File: config.mk
export PLATFORM = sky130hd
export DESIGN_NAME = differential_motor_drive
export DESIGN_NICKNAME = d
export VERILOG_FILES = /design/src/dmd_pkg.sv /design/src/differential_motor_drive.sv
export SDC_FILE = /design/constraint.sdc
export NUM_CORES = 2
export LEC_CHECK = 0
export BUFFER_PORTS_ARGS = -buffer_cell sky130_fd_sc_hd__buf_2
export CORE_ASPECT_RATIO = 1.2
export CORE_MARGIN = 4
export CORE_UTILIZATION = 30
export CTS_CLUSTER_SIZE = 25
export DETAILED_ROUTE_END_ITERATION = 12
export PLACE_DENSITY = 0.54
export SKIP_CTS_REPAIR_TIMING = 1
export SLEW_MARGIN = 20
export SYNTH_ARGS = -nofsm -noshare
export SYNTH_HDL_FRONTEND = slang
export SYNTH_SLANG_ARGS = --single-unit
File: constraint.sdc
create_clock -name clk -period 7.5 [get_ports clk]
set_input_delay 0 -clock clk [delete_from_list [all_inputs] [get_ports clk]]
set_output_delay 0 -clock clk [all_outputs]
set_load 0.05 [all_outputs]
File: src/dmd_pkg.sv
// shared constants for the differential motor drive: field widths, config codes,
// the tangent table behind the wheel ratio ROM and the reciprocal constants
// no dependencies
package dmd_pkg;

    localparam int ANGLE_W         = 8;
    localparam int SPEED_W         = 8;
    localparam int DUTY_W          = 16;
    localparam int PERIOD_W        = 16;
    localparam int SWITCH_W        = 4;
    localparam int CFG_INDEX_W     = 1;
    localparam int CFG_DATA_W      = 16;

    localparam int ANGLE_TABLE_SIZE = 46;
    localparam int ROM_ENTRIES      = 46;
    localparam int RATIO_FRAC_BITS  = 16;
    localparam int RATIO_W          = RATIO_FRAC_BITS + 1;
    localparam int IDX_W            = $clog2(ROM_ENTRIES);
    localparam int IDX_LAST         = ((ANGLE_TABLE_SIZE < ROM_ENTRIES) ?
                                       ANGLE_TABLE_SIZE : ROM_ENTRIES) - 1;

    localparam longint unsigned HALF_BASE_X2 = 42;
    localparam longint unsigned TRACK_WIDTH  = 17;
    localparam longint unsigned MICRO        = 1000000;

    localparam int CMD_LIMIT    = 100;
    localparam int CMD_MAG_W    = 7;
    localparam int SCALE_OFFSET = 5;

    // x / 20 = (x >> 2) / 5, and y / 5 = (y * 838861) >> 22 exactly for y < 2^22
    localparam int         DIV5_MUL_W = 20;
    localparam logic [DIV5_MUL_W-1:0] DIV5_MUL = 20'd838861;
    localparam int         DIV5_SHIFT = 22;

    // x / 100 = (x >> 2) / 25, and y / 25 = (y * 2684355) >> 26 exactly for y < 2^21
    localparam int         DIV25_MUL_W = 22;
    localparam logic [DIV25_MUL_W-1:0] DIV25_MUL = 22'd2684355;
    localparam int         DIV25_SHIFT = 26;

    localparam logic [PERIOD_W-1:0] PWM_PERIOD_RESET   = 16'd40000;
    localparam logic [SWITCH_W-1:0] SPEED_SWITCH_RESET = 4'd15;

    typedef enum logic [CFG_INDEX_W-1:0] {
        CFG_PWM_PERIOD   = 1'b0,
        CFG_SPEED_SWITCH = 1'b1
    } cfg_index_t;

    // tan(k degrees) in units of 1e-6
    localparam logic [31:0] TAN_MICRO [ROM_ENTRIES] = '{
        32'd0,      32'd17455,  32'd34921,  32'd52408,  32'd69927,  32'd87489,
        32'd105104, 32'd122785, 32'd140541, 32'd158384, 32'd176327,
        32'd194380, 32'd212557, 32'd230868, 32'd249328, 32'd267949,
        32'd286745, 32'd305731, 32'd324920, 32'd344328, 32'd363970,
        32'd383864, 32'd404026, 32'd424475, 32'd445229, 32'd466308,
        32'd487733, 32'd509525, 32'd531709, 32'd554309, 32'd577350,
        32'd600861, 32'd624869, 32'd649408, 32'd674509, 32'd700208,
        32'd726543, 32'd753554, 32'd781286, 32'd809784, 32'd839100,
        32'd869287, 32'd900404, 32'd932515, 32'd965689, 32'd1000000
    };

endpackage

File: src/differential_motor_drive.sv
// differential motor drive: one command accepted every cycle, busy never rises
// since the pipeline cannot be stalled
// stages: angle/ROM lookup, ratio multiply and clamp, duty multiply, divide by 100
// max duty is rebuilt from the config registers via cfg_prod_reg and max_duty_reg after a write
// rst_n (async, active low) clears the valid bits and loads the register defaults
// depends on dmd_pkg
module differential_motor_drive (
    input  logic                               clk,
    input  logic                               rst_n,
    input  logic                               start,
    output logic                               busy,
    input  logic signed [dmd_pkg::ANGLE_W-1:0] steer_angle,
    input  logic signed [dmd_pkg::SPEED_W-1:0] outer_speed,
    output logic                               done,
    output logic [dmd_pkg::DUTY_W-1:0]         left_duty,
    output logic                               left_reverse,
    output logic [dmd_pkg::DUTY_W-1:0]         right_duty,
    output logic                               right_reverse,
    input  logic                               cfg_valid,
    output logic                               cfg_ready,
    input  logic [dmd_pkg::CFG_INDEX_W-1:0]    cfg_index,
    input  logic [dmd_pkg::CFG_DATA_W-1:0]     cfg_data
);
    import dmd_pkg::*;

    localparam int CAP_MAG_W  = SPEED_W;
    localparam int SCALE_W    = SWITCH_W + 1;
    localparam int CFG_PROD_W = PERIOD_W + SCALE_W;
    localparam int Q5_W       = CFG_PROD_W - 2;
    localparam int DUTY_PROD_W = DUTY_W + CMD_MAG_W;
    localparam int Q25_W      = DUTY_PROD_W - 2;

    // ratio ROM, worked out at elaboration
    logic [RATIO_W-1:0] ratio_rom [ROM_ENTRIES];

    for (genvar k = 0; k < ROM_ENTRIES; k++) begin : g_rom
        localparam longint unsigned TW  = TRACK_WIDTH * longint'(TAN_MICRO[k]);
        localparam longint unsigned NUM = (HALF_BASE_X2 * MICRO - TW) << RATIO_FRAC_BITS;
        localparam longint unsigned DEN = HALF_BASE_X2 * MICRO + TW;
        localparam longint unsigned RATIO = NUM / DEN;
        assign ratio_rom[k] = RATIO[RATIO_W-1:0];
    end

    // configuration
    logic [PERIOD_W-1:0]   pwm_period_reg;
    logic [SWITCH_W-1:0]   speed_switch_reg;
    logic [CFG_PROD_W-1:0] cfg_prod_reg, cfg_prod_next;
    logic [DUTY_W-1:0]     max_duty_reg, max_duty_next;
    logic [Q5_W+DIV5_MUL_W-1:0] max_mul;
    logic [PERIOD_W-1:0]   period_m1;

    assign cfg_ready = 1'b1;
    assign busy      = 1'b0;

    always_ff @(posedge clk or negedge rst_n)
    begin
        if (!rst_n)
        begin
            pwm_period_reg   <= PWM_PERIOD_RESET;
            speed_switch_reg <= SPEED_SWITCH_RESET;
        end
        else if (cfg_valid && cfg_ready)
        begin
            case (cfg_index_t'(cfg_index))
                CFG_PWM_PERIOD:   pwm_period_reg   <= cfg_data[PERIOD_W-1:0];
                CFG_SPEED_SWITCH: speed_switch_reg <= cfg_data[SWITCH_W-1:0];
                default:          ;
            endcase
        end
    end

    always_comb
    begin
        // a zero period acts as one
        period_m1     = (pwm_period_reg == '0) ? '0 : pwm_period_reg - 1'b1;
        cfg_prod_next = CFG_PROD_W'(period_m1) *
                        CFG_PROD_W'(SCALE_W'(speed_switch_reg) + SCALE_W'(SCALE_OFFSET));
        max_mul       = (Q5_W + DIV5_MUL_W)'(cfg_prod_reg[CFG_PROD_W-1:2]) *
                        (Q5_W + DIV5_MUL_W)'(DIV5_MUL);
        max_duty_next = max_mul[DIV5_SHIFT +: DUTY_W];
    end

    always_ff @(posedge clk)
    begin
        cfg_prod_reg <= cfg_prod_next;
        max_duty_reg <= max_duty_next;
    end

    // stage 1: index, cap and ROM lookup
    logic                 v1_reg;
    logic [RATIO_W-1:0]   ratio_reg, ratio_next;
    logic [CAP_MAG_W-1:0] cap_mag_reg, cap_mag_next;
    logic                 cap_neg_reg, cap_neg_next;
    logic [CAP_MAG_W-1:0] outer_mag_reg, outer_mag_next;
    logic                 outer_neg_reg;
    logic                 right_inner_reg, right_inner_next;
    logic [ANGLE_W-1:0]   angle_abs;
    logic [IDX_W-1:0]     idx;
    logic signed [SPEED_W-1:0] cap;

    always_comb
    begin
        angle_abs = steer_angle[ANGLE_W-1] ? ANGLE_W'(-steer_angle) : steer_angle;
        idx = (angle_abs > ANGLE_W'(IDX_LAST)) ? IDX_W'(IDX_LAST) : angle_abs[IDX_W-1:0];
        cap = (outer_speed > SPEED_W'(CMD_LIMIT)) ? SPEED_W'(CMD_LIMIT) : outer_speed;
        cap_neg_next   = cap[SPEED_W-1];
        cap_mag_next   = cap_neg_next ? CAP_MAG_W'(-cap) : cap;
        outer_mag_next = outer_speed[SPEED_W-1] ? CAP_MAG_W'(-outer_speed) : outer_speed;
        ratio_next     = ratio_rom[idx];
        right_inner_next = !steer_angle[ANGLE_W-1] && (steer_angle != '0);
    end

    always_ff @(posedge clk or negedge rst_n)
    begin
        if (!rst_n)
            v1_reg <= 1'b0;
        else
            v1_reg <= start && !busy;
    end

    always_ff @(posedge clk)
    begin
        ratio_reg       <= ratio_next;
        cap_mag_reg     <= cap_mag_next;
        cap_neg_reg     <= cap_neg_next;
        outer_mag_reg   <= outer_mag_next;
        outer_neg_reg   <= outer_speed[SPEED_W-1];
        right_inner_reg <= right_inner_next;
    end

    // stage 2: inner speed, clamp, wheel assignment
    logic                   v2_reg;
    logic [CMD_MAG_W-1:0]   left_mag_reg, left_mag_next, right_mag_reg, right_mag_next;
    logic                   left_rev_reg, left_rev_next, right_rev_reg, right_rev_next;
    logic [CAP_MAG_W+RATIO_W-1:0] inner_prod;
    logic [CAP_MAG_W-1:0]   inner_raw;
    logic [CMD_MAG_W-1:0]   inner_mag, outer_mag;
    logic                   inner_rev;

    always_comb
    begin
        inner_prod = (CAP_MAG_W + RATIO_W)'(cap_mag_reg) * (CAP_MAG_W + RATIO_W)'(ratio_reg);
        inner_raw  = inner_prod[RATIO_FRAC_BITS +: CAP_MAG_W];
        inner_mag  = (inner_raw > CAP_MAG_W'(CMD_LIMIT)) ? CMD_MAG_W'(CMD_LIMIT)
                                                         : inner_raw[CMD_MAG_W-1:0];
        // truncation toward zero can give a zero inner speed, which is not reverse
        inner_rev  = cap_neg_reg && (inner_raw != '0);
        outer_mag  = (outer_mag_reg > CAP_MAG_W'(CMD_LIMIT)) ? CMD_MAG_W'(CMD_LIMIT)
                                                             : outer_mag_reg[CMD_MAG_W-1:0];
        if (right_inner_reg)
        begin
            left_mag_next  = outer_mag;
            left_rev_next  = outer_neg_reg;
            right_mag_next = inner_mag;
            right_rev_next = inner_rev;
        end
        else
        begin
            left_mag_next  = inner_mag;
            left_rev_next  = inner_rev;
            right_mag_next = outer_mag;
            right_rev_next = outer_neg_reg;
        end
    end

    always_ff @(posedge clk or negedge rst_n)
    begin
        if (!rst_n)
            v2_reg <= 1'b0;
        else
            v2_reg <= v1_reg;
    end

    always_ff @(posedge clk)
    begin
        left_mag_reg  <= left_mag_next;
        left_rev_reg  <= left_rev_next;
        right_mag_reg <= right_mag_next;
        right_rev_reg <= right_rev_next;
    end

    // stage 3: max duty times command magnitude
    logic                   v3_reg;
    logic [DUTY_PROD_W-1:0] left_prod_reg, left_prod_next, right_prod_reg, right_prod_next;
    logic                   left_rev3_reg, right_rev3_reg;

    always_comb
    begin
        left_prod_next  = DUTY_PROD_W'(max_duty_reg) * DUTY_PROD_W'(left_mag_reg);
        right_prod_next = DUTY_PROD_W'(max_duty_reg) * DUTY_PROD_W'(right_mag_reg);
    end

    always_ff @(posedge clk or negedge rst_n)
    begin
        if (!rst_n)
            v3_reg <= 1'b0;
        else
            v3_reg <= v2_reg;
    end

    always_ff @(posedge clk)
    begin
        left_prod_reg  <= left_prod_next;
        right_prod_reg <= right_prod_next;
        left_rev3_reg  <= left_rev_reg;
        right_rev3_reg <= right_rev_reg;
    end

    // stage 4: divide by 100 with a reciprocal multiply
    logic                  done_reg;
    logic [DUTY_W-1:0]     left_duty_reg, left_duty_next, right_duty_reg, right_duty_next;
    logic                  left_reverse_reg, right_reverse_reg;
    logic [Q25_W+DIV25_MUL_W-1:0] left_q, right_q;

    always_comb
    begin
        left_q  = (Q25_W + DIV25_MUL_W)'(left_prod_reg[DUTY_PROD_W-1:2]) *
                  (Q25_W + DIV25_MUL_W)'(DIV25_MUL);
        right_q = (Q25_W + DIV25_MUL_W)'(right_prod_reg[DUTY_PROD_W-1:2]) *
                  (Q25_W + DIV25_MUL_W)'(DIV25_MUL);
        left_duty_next  = left_q[DIV25_SHIFT +: DUTY_W];
        right_duty_next = right_q[DIV25_SHIFT +: DUTY_W];
    end

    always_ff @(posedge clk or negedge rst_n)
    begin
        if (!rst_n)
            done_reg <= 1'b0;
        else
            done_reg <= v3_reg;
    end

    always_ff @(posedge clk)
    begin
        left_duty_reg     <= left_duty_next;
        right_duty_reg    <= right_duty_next;
        left_reverse_reg  <= left_rev3_reg;
        right_reverse_reg <= right_rev3_reg;
    end

    assign done          = done_reg;
    assign left_duty     = left_duty_reg;
    assign left_reverse  = left_reverse_reg;
    assign right_duty    = right_duty_reg;
    assign right_reverse = right_reverse_reg;

endmodule

==> Yosys cells after proc, flatten, opt, wreduce, memory -nomap -nowiden <==
Memories as Yosys holds them, arrays and structs flattened. A register that Yosys moved wholly into a read port is not among the register bits.
Index checks and enable logic that the tools add are counted.
{ "totals": {"register_bits": 178, "mem_bits_ro": 1088, "in_bits": 37, "out_inout_bits": 37, "elab_cells": 66, "memories": 1} }
{ "op_classes": {"add_sub_neg": 5, "mul": 7, "n_lt_le_gt_ge": 4, "muxes": 12, "n_bitwise": 2, "n_reduce_logical": 8} }
{ "memory_table": {"columns": ["memory", "words", "width", "rd", "rd_clocked_by_memory_dff", "write_ports", "line_no", "rtl"], "rows": [
  ["(name not given)", 64, 17, 1, 1, 0, "differential_motor_drive.sv:109", "ratio_next = ratio_rom[idx];"]
]} }
{ "ops": {"columns": ["operator", "n"], "rows": [
  ["$mul A21 B22 Y42 const B", 2],
  ["$mul A16 B7 Y23", 2],
  ["$mux W7", 6],
  ["$mul A19 B20 Y38 const B", 1],
  ["$mul A8 B17 Y24", 1],
  ["$neg A8 Y8", 3],
  ["$mul A16 B5 Y21", 1],
  ["$gt A8 B7 Y1 const B", 2],
  ["$logic_not A16 Y1", 1],
  ["$mux W16", 1],
  ["$mux W8", 2],
  ["$reduce_bool A8 Y1", 2],
  ["$sub A16 B1 Y16 const B", 1],
  ["$gt A8 B6 Y1 const B", 1],
  ["$gt A8 B8 Y1 const B", 1],
  ["$not A6 Y7", 1],
  ["$mux W6", 1],
  ["$add A4 B3 Y5 const B", 1],
  ["$reduce_and A2 Y1", 2],
  ["$logic_and A1 B1 Y1", 2],
  ["$mux W1", 2],
  ["$logic_not A1 Y1", 1],
  ["$not A1 Y1", 1]
]} }

==> Longest topological paths before layout <==
{ "logic_depth": {"depth_word": 5, "depth_mapped": 25, "ltp_nobuf": 25} }

==> Least setup slack after synthesis <==
Ideal clock, no wire load.
{ "synth_path": {"path_kind": "register to register", "startpoint": "register left_prod_reg[6]", "endpoint": "register left_duty_reg[15] (netlist: left_duty[15])", "setup_time_ns": 0.121, "t_arrival_ns": 6.245, "t_required_ns": 7.379, "path_slack_ns": 1.134, "stages_incl_launch_ff": 22, "n_path_buf": 0, "period_less_slack_ns": 6.366, "cell_sequence": "dfxtp_1 -> inv_1 -> fa_1 -> fa_1 -> fa_1 -> fa_1 -> fa_1 -> inv_1 -> fa_1 -> inv_1 -> fa_1 -> inv_1 -> ha_1 -> a21oi_1 -> nor2_1 -> a211oi_1 -> a211oi_1 -> o41a_1 -> o21a_1 -> a2111oi_0 -> nor3_1 -> xnor2_1"} }
{ "synth_between": {"elab_chain_len": 1} }
{ "synth_rtl": {"columns": ["element", "line_no", "rtl"], "rows": [
  ["from (decl)", "differential_motor_drive.sv:184", "logic [DUTY_PROD_W-1:0] left_prod_reg, left_prod_next, right_prod_reg, right_prod_next;"],
  ["from (signal assigned)", "differential_motor_drive.sv:203", "left_prod_reg <= left_prod_next;"],
  ["$mul A21 B22 Y42", "differential_motor_drive.sv:217", "left_q = (Q25_W + DIV25_MUL_W)'(left_prod_reg[DUTY_PROD_W-1:2]) *"],
  ["via left_q[41]", "differential_motor_drive.sv:213", "logic [Q25_W+DIV25_MUL_W-1:0] left_q, right_q;"],
  ["to (signal assigned)", "differential_motor_drive.sv:235", "left_duty_reg <= left_duty_next;"],
  ["to (decl)", "differential_motor_drive.sv:211", "logic [DUTY_W-1:0] left_duty_reg, left_duty_next, right_duty_reg, right_duty_next;"]
]} }
The timed path passes the listed nets, and every way through them passes these cells.
A chain may end at the register's enable or synchronous reset.

==> Worst setup path after layout <==
{ "layout_path": {"startpoint": "register left_prod_reg[6]", "endpoint": "register left_duty_reg[11] (netlist: left_duty[11])"} }
Same word-level chain as after synthesis.

==> impl_metrics.json <==
{
  "status": "finished, violations left",
  "violations": "hold timing",
  "fillers": 13300,
  "ys_types": 87,
  "vias_per_cell": 4.62,
  "fin_tns_setup_ns": 0,
  "via_count": 26900,
  "grt_overflow_total": 0,
  "path_clk_slew_ns": 0.08,
  "yosysWarnings": 0,
  "first_pass_iters": 7,
  "synth_edf_count": 0,
  "path_max_fanout": 7,
  "cts_tree": "done",
  "busiest_layer": "met2",
  "die_y_um": 403,
  "fin_ws_ns": 0.540,
  "hp-class": "in2async",
  "synth_nets": 5500,
  "grt_pass1_vias": 29400,
  "maxSlewHeadroom_pct": 40.7,
  "clock_latency_ns": 0.52,
  "min_period_ns": 6.96,
  "synth.area.top_cells": "fa_1 (35%), ha_1 (23%), inv_1 (8.9%)",
  "drcViolationCount": 0,
  "clock_path_buffers": 2,
  "drtIter0Drc": 1105,
  "use_met2_pct": 24.9,
  "place_ws_ns": 0.535,
  "start_kind": "flip-flop",
  "start_util_pct": 30.3,
  "setup_viol": 0,
  "ys_seq_area_share_pct": 10.0,
  "diodes": 0,
  "place_congestion": 0.880,
  "ant_nets": 0,
  "dieArea_sq_mm": 0.136,
  "use_met1_pct": 16.6,
  "rsz0062_at_grt": "no",
  "tightest_slew_ns": 0.884,
  "antenna_found_initial": 3,
  "multi_input_area_sq_mm": 0.0313,
  "post-route-period-util_pct": 92.8,
  "cts_max_level": 4,
  "maxCapViolations": 0,
  "synth_common_cells": "inv_1 (920), ha_1 (703), fa_1 (677)",
  "syn_avg_cell_area_sq_um": 9.55,
  "synth_top_area_share_pct": 34.8,
  "regArea_sq_mm": 0.00392,
  "synth.most_common_cell": "inv_1",
  "wl_per_cell_um": 15.2,
  "path_class": "reg2reg",
  "io_pins": 74,
  "cts.sinks": 189,
  "clock_skew_ns": 0.0116,
  "layout-drive-gt1-share_pct": 4.50,
  "portBuffers": 71,
  "clock.fmax_mhz": 144,
  "r2r_cells": 21,
  "worstPathArrival_ns": 7.39,
  "syn_to_final_growth_pct": 8.27,
  "synthesis.area_sq_mm": 0.0390,
  "cts_root_buffer": "clkbuf_16",
  "die_w_um": 337,
  "endpoint_kind": "flip-flop",
  "grt_pass1_wl_um": 150000,
  "synth_ff_type": "dfxtp_1",
  "grt_max_degree": 28,
  "slew_violations": 0,
  "async_flop_share_pct": 12.7,
  "grt_use_met3_pct": 1.60,
  "numCtsBuffers": 17,
  "wirelength_um": 88400,
  "ys_seq_elements": 189,
  "required_ns": 7.93,
  "num-nets-final": 5563,
  "rows": 144,
  "synth_area_leader_cell": "fa_1",
  "dp_hpwl_um": 76200,
  "core_area_sq_mm": 0.129,
  "finalHoldViolCount": 15,
  "synthCells": 4083,
  "grt_usage_pct": 13.7,
  "hold_slack_ns": -0.0139
}
cells in the final DEF (no fill, tap or decap), drive strengths merged, types with 19 or more instances in the layout:
| cell | netlist | layout |
|---|---|---|
| fa | 677 | 677 |
| inv | 920 | 920 |
| nor2b | 30 | 30 |
| ha | 703 | 703 |
| xnor2 | 96 | 96 |
| buf | 15 | 85 |
| clkbuf | 63 | 22 |
| nand3 | 30 | 30 |
| and2 | 198 | 198 |
| nor3 | 66 | 66 |
| a21o | 33 | 33 |
| dfxtp | 165 | 165 |
| o21ai | 85 | 85 |
| a21oi | 127 | 127 |
| a31oi | 19 | 19 |
| o211ai | 20 | 20 |
| or2 | 24 | 24 |
| mux2 | 21 | 21 |
| o21a | 23 | 23 |
| nor2 | 141 | 141 |
| dlygate4sd3 | 0 | 37 |
| nand2 | 309 | 309 |
| a211oi | 23 | 23 |
| nand2b | 28 | 28 |
| xor2 | 40 | 40 |
metrics by stage:
stage / instances / cell area, sq um / util, %
after floorplan: 4083 / 39000 / -
after global placement: 5769 / 41200 / 32.0
after detailed placement: 5769 / 41200 / 32.0
after CTS: 5798 / 41900 / 32.5
after global routing: 5835 / 42200 / 32.8
final: 5835 / 42200 / 32.8
cell families after synthesis:
kind of cell	synth area share [%]
XOR/XNOR	3.07
buffers and inverters	9.72
adder cells (fa/ha/maj)	57.3
other	0.0193
multiplexers	0.760
AND/OR/NAND/NOR	11.5
flip-flops	10.0
AO/OA/AOI/OAI	7.61
metal layers:
layer | vias to the layer above | routed length, um
met5 | - | 0
met4 | 0 | 2830
met3 | 117 | 2200
met2 | 371 | 46100
met1 | 13400 | 37300
li1 | 13000 | -
path summary, 6_finish.rpt:
| kind | start | end | slack [ns] |
|---|---|---|---|
| max reg2reg | left_prod_reg[6] | left_duty[11] | 0.54 |
| max in group asynchronous | rst_n | speed_switch_reg[0] | 7.15 |
| max | left_prod_reg[6] | left_duty[11] | 0.54 |
| min in group clk | steer_angle[0] | ratio_reg[16] | 0.03 |
| min reg2reg | left_rev3_reg | left_reverse | 0.33 |
| min | rst_n | pwm_period_reg[7] | -0.01 |
worst max-delay path: stages, from the launching register on:
cell and delay (ns):
dfxtp_1 0.52, inv_1 0.17, fa_1 0.53, fa_1 0.55
fa_1 0.44, fa_1 0.51, fa_1 0.54, inv_1 0.05
fa_1 0.47, inv_1 0.05, fa_1 0.47, inv_1 0.04
ha_1 0.32, nand4_1 0.17, nor3_1 0.19, o311ai_1 0.16
a211oi_1 0.57, nor3_1 0.16, a21oi_1 0.36, a21oi_1 0.16
nand2b_1 0.17, a221oi_1 0.29
cell type report:
type,count,share of cell area (%)
flip-flops and latches,189,9.27
clock inverters,7,0.391
multi-input cells,2895,74.1
well taps,1679,4.97
inverters,921,8.20
clock buffers,22,1.08
repair buffers,122,1.97
Power is not shown: default switching activity piles up to over one toggle a cycle in this logic, so the estimate is an artifact.
